**src/rtl/vnj_pkg.sv**
```systemverilog
// Package for the 3-vector normalizer with Jacobian.
// Widths, lane numbering and shared types; no dependencies.
`default_nettype none
package vnj_pkg;

  // Width of one input component.
  localparam int INPUT_WIDTH = 16;

  localparam int MW  = INPUT_WIDTH;       // component magnitude, up to 2^(IW-1)
  localparam int SQW = 2*INPUT_WIDTH - 1; // one squared magnitude
  localparam int SW  = 2*INPUT_WIDTH;     // sum of three squares
  localparam int AW  = 2*INPUT_WIDTH;     // Jacobian numerator
  localparam int BW  = 3*SW;              // cube of the squared norm
  localparam int USH = 32;                // unit scale 2^15, squared and doubled
  localparam int JSH = 64;                // Jacobian scale 2^31, squared and doubled
  localparam int DW  = 2*AW + JSH;        // right-hand side of the rounding test
  localparam int QB  = 31;                // quotient bits found per search
  localparam int RW  = BW + 2*QB + 5;     // signed remainder width

  localparam int UW  = 16;                // unit output width
  localparam int JW  = 32;                // Jacobian output width

  localparam int NLANE = 9;
  localparam int NU    = 3;
  localparam int LN_UX = 0;
  localparam int LN_UY = 1;
  localparam int LN_UZ = 2;
  localparam int LN_XX = 3;
  localparam int LN_XY = 4;
  localparam int LN_XZ = 5;
  localparam int LN_YY = 6;
  localparam int LN_YZ = 7;
  localparam int LN_ZZ = 8;

  localparam int FST = 6;             // front-end stages
  localparam int NST = FST + QB + 1;  // all stages, output register included

  typedef logic [BW-1:0] base_t;
  typedef logic [DW-1:0] rhs_t;
  typedef logic [QB-1:0] quo_t;

  typedef struct packed {
    logic [2:0] neg;
    logic       zero;
  } meta_t;

endpackage
`default_nettype wire

```
**src/rtl/vnj_merge.sv**
```systemverilog
// Merge stage: applies signs, saturation and the zero-vector rule to the lane
// results and holds them in the output register. Depends on vnj_pkg.
`default_nettype none
module vnj_merge import vnj_pkg::*; (
  input  logic                 clk,
  input  logic                 adv,
  input  quo_t                 q [NLANE],
  input  meta_t                meta,
  output logic signed [UW-1:0] unit [NU],
  output logic signed [JW-1:0] jac [NLANE-NU]
);

  localparam quo_t UPOS = quo_t'((1 << (UW-1)) - 1);
  localparam quo_t UNEG = quo_t'(1 << (UW-1));

  logic signed [UW-1:0] unit_nxt [NU];
  logic signed [JW-1:0] jac_nxt [NLANE-NU];
  logic [UW-1:0]        umag [NU];
  logic [JW-1:0]        jmag [NLANE-NU];
  logic [NLANE-NU-1:0]  jneg;

  // Off-diagonal entries are negative when both components share a sign.
  assign jneg[LN_XX-NU] = 1'b0;
  assign jneg[LN_XY-NU] = (meta.neg[0] == meta.neg[1]);
  assign jneg[LN_XZ-NU] = (meta.neg[0] == meta.neg[2]);
  assign jneg[LN_YY-NU] = 1'b0;
  assign jneg[LN_YZ-NU] = (meta.neg[1] == meta.neg[2]);
  assign jneg[LN_ZZ-NU] = 1'b0;

  always_comb begin
    for (int i = 0; i < NU; i++) begin
      if (meta.neg[i]) begin
        umag[i] = (q[i] > UNEG) ? UNEG[UW-1:0] : q[i][UW-1:0];
        unit_nxt[i] = -$signed(umag[i]);
      end else begin
        umag[i] = (q[i] > UPOS) ? UPOS[UW-1:0] : q[i][UW-1:0];
        unit_nxt[i] = $signed(umag[i]);
      end
      if (meta.zero) begin
        unit_nxt[i] = '0;
      end
    end
    for (int j = 0; j < NLANE - NU; j++) begin
      jmag[j]    = JW'(q[NU+j]);
      jac_nxt[j] = jneg[j] ? -$signed(jmag[j]) : $signed(jmag[j]);
      if (meta.zero) begin
        jac_nxt[j] = '0;
      end
    end
  end

  always_ff @(posedge clk) begin
    if (adv) begin
      unit <= unit_nxt;
      jac  <= jac_nxt;
    end
  end

endmodule
`default_nettype wire

```
**config.mk**
```make
export PLATFORM = sky130hd
export DESIGN_NAME = vnj_merge
export DESIGN_NICKNAME = d
export VERILOG_FILES = /design/src/rtl/vnj_pkg.sv /design/src/rtl/vnj_merge.sv
export SDC_FILE = /design/constraint.sdc
export NUM_CORES = 1
export LEC_CHECK = 0
export CORE_AREA = 2 2 205 207
export CTS_CLUSTER_SIZE = 12
export DETAILED_ROUTE_END_ITERATION = 10
export DIE_AREA = 0 0 207 209
export DONT_BUFFER_PORTS = 1
export GPL_ROUTABILITY_DRIVEN = 0
export PLACE_DENSITY = 0.43
export SLEW_MARGIN = 40
export SYNTH_ARGS = -nofsm -noshare
export SYNTH_HDL_FRONTEND = slang
export SYNTH_SLANG_ARGS = --single-unit
```
**constraint.sdc**
```tcl
create_clock -name clk -period 4.3 [get_ports clk]
set_input_delay 0.86 -clock clk [delete_from_list [all_inputs] [get_ports clk]]
set_output_delay 0.86 -clock clk [all_outputs]
set_load 0.05 [all_outputs]
```
==> results of run 1 <==
==> routing by layer <==
metal  wire [µm]  share of wire, %  track usage (%)
met5          12             0.031                0
met4         975               2.5            4.975
met3        4163                11            7.680
met2       19700                50            30.06
met1       14270                36            18.62
==> state kept, by name, indices dropped and copies added, names as in the netlist <==
name  cells
jac     189
unit     48
==> synth_stat cells, types with 4 or more instances <==
master	instances	area (µm²)
a2111oi_0	5	43.79
a211oi_1	11	82.58
a21oi_1	79	395.4
a311oi_1	4	35.03
a31oi_1	11	68.82
and2_1	5	31.28
and3_1	5	31.28
clkbuf_1	50	187.7
edfxtp_1	237	7117
ha_1	6	75.07
inv_1	21	78.83
mux2_2	4	45.04
mux2i_1	4	40.04
nand2_1	53	198.9
nand2b_1	4	25.02
nand3_1	9	45.04
nand4_1	8	50.05
nor2_1	154	578.1
nor2b_1	98	613.1
nor3_1	38	190.2
nor3b_1	4	30.03
nor4_1	31	193.9
o21a_1	4	30.03
o21ai_0	53	265.3
o31ai_1	10	75.07
o41ai_1	8	70.07
or2_2	5	31.28
or3_1	30	187.7
or4_1	9	67.56
xnor2_1	45	394.1
xor2_1	38	332.8
==> cells by family (layout without fill, tap and decap cells) <==
kind of cell	count (synthesis)	count (layout)	synth area share, %
muxes	8	8	0.7066
other	1	5	0.03115
buffers and inverters	79	81	2.567
and+or+nand+nor	463	463	19.62
adders and majority gates	6	6	0.6235
DFF	237	237	59.11
xor gates and xnor gates	83	83	6.038
AOI/OAI and AO/OA	217	217	11.31
==> worst max-delay path, stage by stage <==
cell and delay [ns]:
or3_4 0.39, or3_4 0.36, o41a_1 0.47, nor2_2 0.18, nand2_1 0.08, ha_1 0.30
nand3b_1 0.17, or2_2 0.16, nor3_1 0.05, a221o_1 0.27, a211oi_2 0.21
==> layout make-up <==
cell class	instances	area, µm²
inverter	23	86.33
sequential	237	7117
antenna	2	5.005
timing repair buffer	7	52.55
fill	4229	27810
tap	539	674.4
clock buffer	32	737.0
multi-input combinational	780	4679
clock inverter	19	127.6
==> worst paths after layout <==
| kind | start | endpoint | slack [ns] | cells after the start |
|---|---|---|---|---|
| setup / recovery | q[224] | unit[30]$_SDFFCE_PP0P_ | 1.19 | 11 |
| hold / removal | adv | jac[154]$_SDFFCE_PP0P_ | 0.42 | 0 |
==> metrics by stage <==
stage          hold slack (ns)  power [mW]
2_1_floorplan           0.9725       3.945
3_3_place_gp            0.9879       4.044
3_5_place_dp            0.9917       4.046
4_1_cts                 0.3868       6.378
5_1_grt                 0.3805       6.518
6_report                0.4171       6.286
==> where the power goes <==
part	leakage, nW	switching, mW	internal (mW)	total [mW]
Clock	0.429	1.00	1.29	2.29
Combinational	1.61	0.189	0.175	0.364
Sequential	2.28	0.824	2.81	3.63
==> placed cells by master (no fill, tap or decap), types with 4 or more instances in the layout <==
cell type  netlist  final
nand3_1          9      9
o31ai_1         10     10
and3_1           5      5
clkinv_2         0     10
a31oi_1         11     11
a211oi_1        11     11
a21oi_1         79     79
xnor2_1         45     44
mux2i_1          4      4
nor2b_1         98     98
nor2_1         154    154
xor2_1          38     36
nor3b_1          4      4
nand2_1         53     53
and2_1           5      5
nand4_1          8      8
clkbuf_16        0     29
a311oi_1         4      4
or2_2            5      5
o41ai_1          8      8
buf_4            3      7
o21a_1           4      4
edfxtp_1       237    237
a2111oi_0        5      5
nand2b_1         4      4
or4_1            9      9
clkinv_1         2      6
ha_1             6      6
nor3_1          38     38
mux2_2           4      4
inv_1           21     21
or3_1           30     30
nor4_1          31     29
o21ai_0         53     53
==> impl_metrics.toml, run 1 <==
[status]
outcome = "completed"

[setup_path]
path_class = "in2reg"
cp-start-kind = "input port"
crit_path_end_kind = "flip-flop"
arrival_ns = 3.51
path_max_fanout = 9
cp.required_ns = 4.70

[global_routing]
antenna_found_initial = 12
grt_pass1_vias = 8361
grt_use_total_pct = 17.14
grt_pass1_wl_mm = 56.70
grt_max_degree = 238
grt-ovfl-total = 0

[timing]
worst_slew_pin_slew_ns = 1.324
slew_headroom_pct = 11.76
clock.fmax_mhz = 322.0
maxSlewViolCount = 0
finalSetupViolations = 0
hold_viol = 0
layout_setup_ws_ns = 1.195
finalCriticalPeriod_ns = 3.105
fin_crit_sh_pct = 72.21
finalSetupTns_ns = 0
rsz0062_at_grt = "no"

[floorplan]
start_util_pct = 29.16
row_count = 75
dieArea_um2 = 43260
core_area_um2 = 41290
die_x_um = 207
ios = 525
fp.dieH_um = 209

[clock_network]
cts-root-buf = "clkbuf_16"
cts_buffer_depth = 3
cts-buffers-inserted = 29
cts.sinks = 237
cts_resized = 0
ctsHtreeMaxLevel = 1
cts_setup_buffers = 0
cts_tree = "done"
cts.clk_slew.worst_paths_ns = 0.06
postCtsHoldBufs = 0

[logic_synthesis]
synth_edf_count = 237
avgSynthCellArea_um2 = 11.01
syn_inst = 1094
mappedNetlistArea_um2 = 12040
ys.flop_type = "edfxtp_1"
synth_cell_types = 64
async_reset_ff_share_pct = 0
yosys_register_bits = 237
ys_seq_area_share_pct = 59.11
synth_warnings = 0

[placed_design]
placed_cells = 1586
place_ws_ns = 0.6518
port_buffers = 0
dp_hpwl_mm = 27.91
placed_area_um2 = 12600

[layout]
drive_gt1_share_pct = 7.104
design_area_um2 = 13480
nets = 1369
syn_to_final_growth_pct = 11.95
postLayoutCoreUtil_pct = 32.65
stdcell_count = 1639

[flow_run]
cap_violations = 0

[route]
drc = 0
routed_wl_mm = 39.12
wl_per_cell_um = 23.87
firstDrtPassIters = 5
drt_iter0_drc = 533
drt-vias-per-instance = 5.212
via_count = 8542
postRouteAntennaNets = 0

[hold_path]
hold_class = "in2reg"

[power_and_ir_drop]
peakVddDrop_uv = 272.4
p_leak_nw = 4.321
power_density_nw_per_um2 = 466.3
No activity file was read; power rests on OpenSTA's default activity.
==> run 2, diff against run 1 <==
--- a/config.mk
+++ b/config.mk
@@ -5,13 +5,14 @@
 export SDC_FILE = /design/constraint.sdc
 export NUM_CORES = 1
 export LEC_CHECK = 0
-export CORE_AREA = 2 2 205 207
+export ABC_AREA = 1
+export CORE_AREA = 2 2 203 205
 export CTS_CLUSTER_SIZE = 12
 export DETAILED_ROUTE_END_ITERATION = 10
-export DIE_AREA = 0 0 207 209
+export DIE_AREA = 0 0 205 207
 export DONT_BUFFER_PORTS = 1
 export GPL_ROUTABILITY_DRIVEN = 0
-export PLACE_DENSITY = 0.43
+export PLACE_DENSITY = 0.47
 export SLEW_MARGIN = 40
 export SYNTH_ARGS = -nofsm -noshare
 export SYNTH_HDL_FRONTEND = slang
==> constraint.sdc (replaced) <==
create_clock -name clk -period 2.9 [get_ports clk]
set_input_delay 0.58 -clock clk [delete_from_list [all_inputs] [get_ports clk]]
set_output_delay 0.58 -clock clk [all_outputs]
set_load 0.05 [all_outputs]
==> run 2 against run 1 <==
Compared with the run above:
- core utilization is 3.8 points higher
- critical path depth stayed put
- combinational power is 47% higher
- largest cell class unchanged
- largest power group unchanged
- count of clock-buffer cells in the layout is 1 higher
==> impl_metrics.toml, run 2 <==
[status]
outcome = "completed"

[layout]
drive_gt1_share_pct = 6.556
nets = 1841
final.fill_count = 4178
largest-register = "jac"
reg.largest.list = "jac: 189 flops, unit: 48 flops"
layout_common_cells = "301 x nor2_1, 250 x inv_1, 237 x edfxtp_1"
syn_to_final_growth_pct = 11.72
largest_reg_flops = 189
layout_commonest_cell = "nor2_1"

[logic_synthesis]
synth.largest_area_cell = "edfxtp_1"
async_reset_ff_share_pct = 0
synth.top_cells.by_count = "301 x nor2_1, 250 x inv_1, 237 x edfxtp_1"
synth_warnings = 0
synth_most_common_cell = "nor2_1"
ys_seq_area_share_pct = 54.04
yosys_register_bits = 237
mappedNetlistArea_um2 = 13170
yosysTopAreaCellShare_pct = 54.04
synth_cell_types = 52
avgSynthCellArea_um2 = 8.469
syn_inst = 1555
ys_top_cells_by_area = "edfxtp_1 54%, nor2_1 8.6%, inv_1 7.1%"
synth_edf_count = 237
ys.flop_type = "edfxtp_1"

[clock_network]
cts_setup_buffers = 0
ctsHtreeMaxLevel = 1
cts_buffer_depth = 3
cts.sinks = 237
cts_resized = 0
postCtsHoldBufs = 0
cts_tree = "done"
cts-root-buf = "clkbuf_16"
cts-buffers-inserted = 28
cts.clk_slew.worst_paths_ns = 0.06

[timing]
hold_viol = 0
finalSetupViolations = 0
clock.fmax_mhz = 487.4
fin_crit_sh_pct = 70.75
finalSetupTns_ns = 0
maxSlewViolCount = 0
layout_setup_ws_ns = 0.8482
worst_slew_pin_slew_ns = 0.6937
slew_headroom_pct = 53.33
rsz0062_at_grt = "no"
finalCriticalPeriod_ns = 2.052

[global_routing]
antenna_found_initial = 1
grt_use_total_pct = 18.38
grt-ovfl-total = 0
grt_pass1_wl_mm = 60.87
grt_pass1_vias = 10060
grt_max_degree = 238

[placed_design]
place_ws_ns = 0.2955
dp_hpwl_mm = 29.93
port_buffers = 0

[setup_path]
path_max_fanout = 4
arrival_ns = 2.34
path_class = "in2reg"
crit_path_end_kind = "flip-flop"
cp.required_ns = 3.19
cp-start-kind = "input port"

[power_and_ir_drop]
peakVddDrop_uv = 365.9
p_leak_nw = 6.118
power_density_nw_per_um2 = 653.0

[route]
firstDrtPassIters = 4
routed_wl_mm = 40.58
wl_met2_mm = 19.66
wl_per_cell_um = 19.29
drt-vias-per-instance = 4.997
postRouteAntennaNets = 0
drc = 0
drt_iter0_drc = 642
wl_met1_mm = 15.34
via_count = 10510
wl_met3_mm = 4.459
top_layer_used = "met4"

[floorplan]
dieArea_um2 = 42440
ios = 525
start_util_pct = 32.62
die_x_um = 205
core_area_um2 = 40370
fp.dieH_um = 207
row_count = 74

[flow_run]
cap_violations = 0

[hold_path]
hold_class = "in2reg"
whs_path_depth = 0
[run 2: cell count changes after synthesis, sizes merged, moves of 36 or more]
| cell | change |
|---|---|
| nand3 | +63 |
| nand2 | +193 |
| nor2 | +156 |
| o21ai | +54 |
| inv | +231 |
| xnor2 | -41 |
| nor2b | -98 |
| a21oi | +36 |
[run 2: report_power, final]
group | switching [mW] | internal [mW]
sequential | 1.16 | 4.13
clock | 1.43 | 2.34
combinational | 0.339 | 0.196
total | 2.94 | 6.67
[run 2: logic make-up (layout without fill, tap and decap cells)]
family                   after synthesis  after routing  synth area share, %
XOR/XNOR                               9              9               0.5985
buffers and inverters                307            321                9.159
other                                  1              4              0.02848
flip-flops                           237            237                54.04
adder cells (fa/ha/maj)                6              6               0.5701
AND/OR/NAND/NOR                      711            711                23.34
AO/OA/AOI/OAI                        284            284                12.26
[run 2: layout make-up]
type,count,area (µm²),area share [%]
Inverter,254,954.7,6.489
Antenna cell,1,2.502,0.01701
Clock inverter,18,239.0,1.624
Multi-Input combinational cell,1013,4861,33.04
Clock buffer,33,740.7,5.034
Timing Repair Buffer,16,132.6,0.9014
Tap cell,532,665.6,4.524
Sequential cell,237,7117,48.37
[run 2: path summary, 6_finish.rpt]
check	start	end	slack, ns
max	q[124]	jac[150]$_SDFFCE_PP0P_	0.85
min	adv	unit[26]$_SDFFCE_PP0P_	0.14
[run 2: worst max-delay path, cell delays in order]
cell and delay [ns]:
inv_1 0.06, ha_1 0.17, inv_1 0.07, nor4_2 0.27, inv_1 0.09, nor2_1 0.28, nand3_1 0.22, nor2_1 0.23
a21oi_1 0.15, o21ai_0 0.16, a21oi_1 0.06
[run 2: metal layers]
metal | up-vias | GRT usage [%]
met3 | 60 | 7.284
met5 | - | 0
met2 | 446 | 31.51
met4 | 0 | 5.731
met1 | 4842 | 20.86
li1 | 5165 | -
[run 2: stage by stage]
step                      instance area [µm²]  utilization (%)  power (mW)  instances  hold slack (ns)
final                                   14710            36.45       9.608       2104           0.1403
after global routing                    14710            36.45       9.964       2104           0.1044
after CTS                               14710            36.44       9.721       2103           0.1206
after detailed placement                13730            34.01       5.906       2052           0.7091
after global placement                  13720            33.99       5.905       2052           0.7120
after floorplan                         13180                -       5.726       1557           0.6925
==> run 3, diff against run 2 <==
--- a/config.mk
+++ b/config.mk
@@ -5,14 +5,14 @@
 export SDC_FILE = /design/constraint.sdc
 export NUM_CORES = 1
 export LEC_CHECK = 0
-export ABC_AREA = 1
-export CORE_AREA = 2 2 203 205
+export ABC_AREA = 0
+export CORE_AREA = 2 2 205 207
 export CTS_CLUSTER_SIZE = 12
 export DETAILED_ROUTE_END_ITERATION = 10
-export DIE_AREA = 0 0 205 207
+export DIE_AREA = 0 0 207 209
 export DONT_BUFFER_PORTS = 1
 export GPL_ROUTABILITY_DRIVEN = 0
-export PLACE_DENSITY = 0.47
+export PLACE_DENSITY = 0.43
 export SLEW_MARGIN = 40
 export SYNTH_ARGS = -nofsm -noshare
 export SYNTH_HDL_FRONTEND = slang
==> constraint.sdc (replaced) <==
create_clock -name clk -period 2 [get_ports clk]
set_input_delay 0.4 -clock clk [delete_from_list [all_inputs] [get_ports clk]]
set_output_delay 0.4 -clock clk [all_outputs]
set_load 0.05 [all_outputs]
==> run 3 against run 2 <==
Compared with the run above:
- the run now ends with setup timing left
- global-route usage shrank 1.0 points
- sequential share of layout area is 0.37 points lower
- setup slack lost 1.1 ns
- non-clock buffer count is 103 higher
- sequential power is 47% higher
- critical endpoint is now unit[30]$_SDFFCE_PP0P_
- largest power group unchanged
==> impl_metrics.toml, run 3 (synthesis gave the netlist of run 1 again) <==
[status]
outcome = "complete, but fails checks"
violations = "setup timing"

[placed_design]
place_ws_ns = -0.9059
dp_hpwl_mm = 28.84
port_buffers = 0

[layout]
postLayoutCoreUtil_pct = 35.91
largest_reg_flops = 189
nets = 1481
reg.largest.list = "jac: 189 flops, unit: 48 flops"
drive_gt1_share_pct = 20.54
syn_to_final_growth_pct = 23.13
layout_commonest_cell = "edfxtp_1"
layout_common_cells = "237 x edfxtp_1, 152 x nor2_1, 115 x buf_4"
largest-register = "jac"

[timing]
hold_viol = 0
rsz0062_at_grt = "yes"
maxSlewViolCount = 0
layout_setup_ws_ns = -0.2106
finalSetupViolations = 7
clock.fmax_mhz = 452.4
slew_headroom_pct = 59.24
worst_slew_pin_slew_ns = 0.6127
finalSetupTns_ns = -0.7058
finalCriticalPeriod_ns = 2.211
fin_crit_sh_pct = 110.5

[flow_run]
cap_violations = 0

[setup_path]
cp.required_ns = 2.40
arrival_ns = 2.61
cp-start-kind = "input port"
crit_path_end_kind = "flip-flop"
path_class = "in2reg"
crit_start = "q[224]"
path_max_fanout = 4

[route]
routed_wl_mm = 40.06
drt-vias-per-instance = 5.093
drc = 0
drt_iter0_drc = 564
via_count = 8923
wl_per_cell_um = 22.86
postRouteAntennaNets = 0
firstDrtPassIters = 4

[global_routing]
grt_pass1_vias = 8623
grt_pass1_wl_mm = 57.75
grt_use_total_pct = 17.33
grt_max_degree = 238
grt-ovfl-total = 0
antenna_found_initial = 9

[clock_network]
cts.clk_slew.worst_paths_ns = 0.06
cts_tree = "done"
cts_buffer_depth = 3
ctsHtreeMaxLevel = 1
cts-root-buf = "clkbuf_16"
cts-buffers-inserted = 29
cts.sinks = 237

[hold_path]
hp-start = "adv"
hold_class = "in2reg"

[floorplan]
ios = 525
row_count = 75
fp.dieH_um = 209
start_util_pct = 29.16
die_x_um = 207
dieArea_um2 = 43260
core_area_um2 = 41290

[power_and_ir_drop]
p_leak_nw = 4.989
peakVddDrop_uv = 548.4
power_density_nw_per_um2 = 928.2
## run 3: worst paths after layout
check                                    end  slack (ns)  cells after the start
worst max-delay path  unit[30]$_SDFFCE_PP0P_       -0.21                     11
worst min-delay path   unit[5]$_SDFFCE_PP0P_       0.009                      0
## run 3: worst max-delay path: stages
cell and delay [ns]:
or3_4 0.37, or3_4 0.34, o41a_1 0.36, nor2_4 0.14
nand2_2 0.09, ha_4 0.17, nand3b_1 0.10, or2_4 0.15
nor3_1 0.04, a221o_1 0.27, a211oi_2 0.17
## run 3: layout make-up
type                       count  area (µm²)
sequential                   237        7117
antenna                        1       2.502
multi-input combinational    780        5125
clock buffer                  36       752.0
timing repair buffer         119       922.1
clock inverter                17       146.4
fill                        4132       26460
inverter                      23       86.33
tap                          539       674.4
## run 3: what timing repair did
action,in CTS,in global routing
endpoints found under the hold margin,136,48
setup buffers,3,3
gates resized for setup,5,17
pin swaps,10,11
setup endpoints to repair,8,13
## run 3: metal layers
layer | GRT usage, % | part of all wire [%]
met3 | 7.184 | 9.5
met5 | 0 | 0.075
met2 | 30.36 | 51
met4 | 5.222 | 2.7
met1 | 19.16 | 37
## run 3: per-stage QoR
stage / std cells / instance area [µm²] / hold WS (ns) / total power, mW
2_1_floorplan: 1096 / 12490 / 0.5125 / 8.517
3_3_place_gp: 1691 / 13760 / 0.5297 / 8.831
3_5_place_dp: 1691 / 13760 / 0.5381 / 8.831
4_1_cts: 1747 / 14690 / -0.08437 / 13.96
5_1_grt: 1752 / 14830 / -0.03995 / 14.31
6_report: 1752 / 14830 / 0.008813 / 13.76
## run 3: power breakdown
part	switching (mW)	internal [mW]	total (mW)
clock network	2.10	2.92	5.02
registers	1.77	6.03	7.80
logic	0.468	0.477	0.945
total	4.34	9.42	13.8
